<file path="config.mk">
export PLATFORM = sky130hd
export DESIGN_NAME = tac_div
export DESIGN_NICKNAME = d
export VERILOG_FILES = /design/src/rtl/tac_pkg.sv /design/src/rtl/tac_div.sv
export SDC_FILE = /design/constraint.sdc
export NUM_CORES = 2
export LEC_CHECK = 0
export BUFFER_PORTS_ARGS = -buffer_cell sky130_fd_sc_hd__buf_2
export CORE_MARGIN = 2
export CORE_UTILIZATION = 50
export CTS_CLUSTER_DIAMETER = 120
export CTS_CLUSTER_SIZE = 14
export DETAILED_ROUTE_END_ITERATION = 7
export HOLD_SLACK_MARGIN = 0.15
export PLACE_DENSITY_LB_ADDON = 0.1
export SLEW_MARGIN = 10
export SYNTH_ARGS = -nofsm -noshare
export SYNTH_HDL_FRONTEND = slang
export SYNTH_SLANG_ARGS = --single-unit
</file>
<file path="constraint.sdc">
create_clock -name clk -period 12.9 [get_ports clk]
set_input_delay 2.58 -clock clk [delete_from_list [all_inputs] [get_ports clk]]
set_output_delay 2.58 -clock clk [all_outputs]
set_load 0.02 [all_outputs]
</file>
<file path="src/rtl/tac_pkg.sv">
// Shared constants, codes and types for the thermistor-to-temperature pipeline.
// Used by tac_ln, tac_div and thermistor_adc_to_temperature; depends on nothing.
package tac_pkg;

    localparam int LN_W      = 26;   // ln R in Q20, below 2^25 for any 36-bit argument
    localparam int LN_FRAC   = 20;
    localparam int LOG_STEPS = 24;   // fraction bits of log2
    localparam int LN_LAT    = LOG_STEPS + 2;
    localparam logic [31:0] LN2_Q32 = 32'd2977044472;

    localparam int SW  = 49;         // Steinhart-Hart sum width
    localparam int NW  = 50;         // dividend width
    localparam int Q_W = 18;         // quotient bits kept after the overflow check

    localparam logic [Q_W-1:0] Q_MAX = 18'd227315;
    localparam logic signed [18:0] TEMP_MAX = 19'sd200000;
    localparam logic signed [18:0] TEMP_MIN = -19'sd27315;
    localparam logic signed [18:0] KELVIN_CENTI = 19'sd27315;

    localparam logic [1:0] FAULT_OK       = 2'd0;
    localparam logic [1:0] FAULT_ZERO_RES = 2'd1;
    localparam logic [1:0] FAULT_ZERO_SUM = 2'd2;

    localparam logic [1:0] REG_SERIES_R = 2'd0;
    localparam logic [1:0] REG_COEFF_A  = 2'd1;
    localparam logic [1:0] REG_COEFF_B  = 2'd2;
    localparam logic [1:0] REG_COEFF_C  = 2'd3;

    typedef struct packed {
        logic zero_res;
        logic zero_sum;
        logic ovf;
    } div_flags_t;

endpackage

</file>
<file path="src/rtl/tac_div.sv">
// Pipelined restoring divider, one quotient bit per stage, with flags riding along.
// Depends on tac_pkg.
module tac_div (
    input  logic                      clk,
    input  logic                      rst_n,
    input  logic                      en,
    input  logic                      in_valid,
    input  tac_pkg::div_flags_t       in_flags,
    input  logic [tac_pkg::NW-1:0]    num,
    input  logic [tac_pkg::SW-1:0]    den,
    output logic                      out_valid,
    output tac_pkg::div_flags_t       out_flags,
    output logic [tac_pkg::Q_W-1:0]   quot
);
    import tac_pkg::*;

    logic             valid_reg [0:Q_W];
    div_flags_t       flags_reg [0:Q_W];
    logic [SW-1:0]    rem_reg   [0:Q_W];
    logic [SW-1:0]    den_reg   [0:Q_W];
    logic [Q_W-1:0]   low_reg   [0:Q_W];
    logic [Q_W-1:0]   q_reg     [0:Q_W];

    logic [NW-1:0] num_hi;
    assign num_hi = num >> Q_W;

    always_ff @(posedge clk or negedge rst_n)
    begin
        if (!rst_n)
        begin
            valid_reg[0] <= 1'b0;
        end
        else if (en)
        begin
            valid_reg[0] <= in_valid;
        end
    end

    always_ff @(posedge clk)
    begin
        if (en)
        begin
            flags_reg[0] <= in_flags;
            rem_reg[0]   <= num_hi[SW-1:0];
            den_reg[0]   <= den;
            low_reg[0]   <= num[Q_W-1:0];
            q_reg[0]     <= '0;
        end
    end

    for (genvar i = 0; i < Q_W; i++)
    begin : g_step
        logic [SW:0] trial;
        logic [SW:0] diff;
        logic        ge;
        assign trial = {rem_reg[i], low_reg[i][Q_W-1-i]};
        assign diff  = trial - {1'b0, den_reg[i]};
        assign ge    = (trial >= {1'b0, den_reg[i]});

        always_ff @(posedge clk or negedge rst_n)
        begin
            if (!rst_n)
            begin
                valid_reg[i+1] <= 1'b0;
            end
            else if (en)
            begin
                valid_reg[i+1] <= valid_reg[i];
            end
        end

        always_ff @(posedge clk)
        begin
            if (en)
            begin
                flags_reg[i+1] <= flags_reg[i];
                rem_reg[i+1]   <= ge ? diff[SW-1:0] : trial[SW-1:0];
                den_reg[i+1]   <= den_reg[i];
                low_reg[i+1]   <= low_reg[i];
                q_reg[i+1]     <= {q_reg[i][Q_W-2:0], ge};
            end
        end
    end

    assign out_valid = valid_reg[Q_W];
    assign out_flags = flags_reg[Q_W];
    assign quot      = q_reg[Q_W];

endmodule

</file>
==> results by group <==
Setup path
  – Worst EP arrival: 6.72 ns
  – Max FO, Critical Path: 64
  – R2r setup slk: 6.77 ns
  – CP required: 13.49 ns
  – Slowest stage cell, crit path: nor3_1
  – Crit-path cells: ha_1 > nand3_1 > nor3_1 > a32oi_1 > o22a_1 > a21oi_1 > a21oi_1 > buf_4 > o41ai_1 > o211ai_1 > o21ai_0 > a41o_2 > buf_4 > mux2_2
  – WP buf/inv: 2
  – Critical path launch point type: register
  – Max incr delay on CP: 1.02 ns
  – CP Capture Type: register
  – Crit path kind: reg -> reg
  – CP top delay family: compound AO/OA/AOI/OAI gates

Placement
  – Dpl hpwl: 210000 um
  – Total instance count after detailed placement: 14.0k
  – Area post-placement: 0.125 mm^2
  – Port bufs: 127
  – RePlAce Congestion: 1.03

Clock network
  – Root buffer cell: clkbuf_16
  – # hold bufs at CTS: 0
  – Clock slew at reported path FFs: 0.07 ns
  – Clock Tree Buf Depth: 3
  – Count of clock tree sinks: 2165
  – Worst-Skew Late Latency: 0.86 ns
  – # Post-CTS Setup Buffers: 0
  – CTS tree: built
  – Htree depth: 4
  – # resized after CTS: 0
  – CTS Buf Count: 172

Drt
  – Avg WL per Cell: 19.3 um
  – Drt total wl: 274000 um
  – Via/cell ratio: 5.65
  – Via count: 80.1k
  – Routed Antenna Nets: 0
  – DR pass1 iterations: 6
  – DRC: 0
  – Initial DRC count: 4709

Finish
  – Area Growth Syn to Fin: 7.14%
  – Largest register FFs: 882
  – Most common cell after layout, fill and taps aside: edfxtp_1
  – Cell Count, Final, Fillers Out: 14.2k
  – Final core occ: 0.540
  – Final instance area: 0.130 mm^2
  – Layout cells sized above 1: 0.0651
  – Filler instances: 20.3k
  – Most frequent cells in the layout: 2146 x edfxtp_1, 1090 x inv_1, 997 x a21oi_1
  – Nets: 12.0k
  – Ant diodes: 0
  – Register area: 0.0649 mm^2
  – Area of the multi-input gates: 0.0511 mm^2

Global routing
  – Wire length of the first global-routing pass: 433000 um
  – Largest net degree at the start of global routing: 177
  – Initial antenna violation count: 1
  – GRT overflow: 0
  – All-Layer GR Usage: 0.221
  – Vias in the first global route: 82.2k

Floorplan
  – I/O Pins: 128
  – Die Ht: 497 um
  – Die width: 497 um
  – Die area: 0.247 mm^2
  – Core area: 0.241 mm^2
  – FP Rows: 180
  – Initial Utilization: 0.504

STA
  – Final Hold Fails: 0
  – # setup viols final: 0
  – Clk_skew: 0.0483 ns
  – Fmax: 163 MHz
  – Max-slew violations: 0
  – Tcrit/Tclk final: 0.475
  – RSZ-0062 raised after global routing: false
  – Setup_tns: 0 ns
  – Slew @ Worst Pin: 1.28 ns
  – Final worst path period need: 6.13 ns
  – Slew headroom: 0.139

Yosys
  – Yosys cell types: 89
  – YS warnings: 0
  – Synth Register Bits: 2165
  – Main synth FF type: edfxtp_1
  – Syn Area/Cell: 11.1 um^2
  – Ys async rst share: 0.00878
  – Number of flops mapped to enable cells by yosys: 2146
  – Post-synth net total: 11.9k
  – Synth Instances: 11.0k
  – Sequential area share after synthesis: 0.535
  – Mapped cell area: 0.121 mm^2

Status
  – Status: completed

Pwr
  – Pwr dens: 228 mW/mm^2
  – Worst vdd ir: 0.000127 V
  – Total power: 0.0296 W
  – Leak Pwr: 52.8 nW

Run
  – Max-cap violations: 0

Worst hold path
  – Hold WC Path Type: reg -> reg
[where the power goes]
| part | total (W) | internal [W] | leakage [nW] | switching, W |
|---|---|---|---|---|
| sequential | 0.0110 | 0.0101 | 21.2 | 0.000859 |
| clock | 0.00481 | 0.00240 | 2.27 | 0.00241 |
| combinational | 0.0138 | 0.00572 | 29.3 | 0.00813 |
[worst paths after layout]
kind,startpoint,endpoint,cells after the start
hold / removal,q_reg[12][0],q_reg[13][1],0
max in group asynchronous,rst_n,valid_reg[16],1
setup / recovery,rem_reg[9][8],rem_reg[10][3],14
hold reg to reg,q_reg[12][0],q_reg[13][1],0
setup reg to reg,rem_reg[9][8],rem_reg[10][3],14
min in group asynchronous,rst_n,out_valid,1
[cell families after synthesis]
logic type	synth area share
XOR/XNOR	0.0529
flip-flops	0.535
buffers and inverters	0.0454
multiplexers	0.0259
adder cells (fa/ha/maj)	0.0921
AO/OA/AOI/OAI	0.155
AND/OR/NAND/NOR	0.0942
[cell usage after synthesis, drive strengths merged, types with 32 or more instances]
master  instances  area share
xor2          314       0.023
a211oi         65      0.0040
a211o          32      0.0023
a221oi         32      0.0024
nand2         831       0.026
nor2          579       0.018
ha            866       0.089
a21o          460       0.028
clkbuf        270      0.0084
mux2          266       0.025
o21bai        125      0.0077
buf            78      0.0033
o21a          115      0.0071
a31oi          89      0.0046
nor2b         119      0.0061
o211ai         33      0.0020
o31ai          58      0.0036
and2           40      0.0021
and3           98      0.0051
edfxtp       2146        0.53
inv          1091       0.034
nand4         167      0.0086
a21oi         999       0.041
nor4           45      0.0023
nand2b        115      0.0059
o21ai         780       0.032
nand3         177      0.0073
nor3           92      0.0038
xnor2         419       0.030
[final cells by class]
cell class | count | area share
Clock buffer | 181 | 0.0334
Inverter | 1091 | 0.0315
Timing Repair Buffer | 188 | 0.00947
Multi-Input combinational cell | 7353 | 0.393
Tap cell | 3185 | 0.0306
Clock inverter | 16 | 0.00276
Sequential cell | 2165 | 0.499
[per-stage QoR]
stage	worst slack, ns	hold WS (ns)
final	6.77	0.402
after global routing	6.53	0.397
after CTS	6.78	0.390
after detailed placement	6.83	0.405
after global placement	6.89	0.400
after floorplan	8.67	0.400
[worst reg2reg max path: stages (launching register included)]
cell and delay [ns]:
edfxtp_1 0.41, ha_1 0.41, nand3_1 0.13, nor3_1 1.03
a32oi_1 0.26, o22a_1 0.28, a21oi_1 0.26, a21oi_1 0.14
buf_4 0.18, o41ai_1 0.55, o211ai_1 0.24, o21ai_0 0.37
a41o_2 0.51, buf_4 0.60, mux2_2 0.51
[layer usage]
metal,share of wire,GRT usage,vias up
met1,0.36,0.219,37700
met3,0.027,0.0250,707
met5,0,0,-
li1,-,-,39900
met2,0.55,0.441,1739
met4,0.060,0.123,0
No activity file was read; power rests on OpenSTA's default activity.
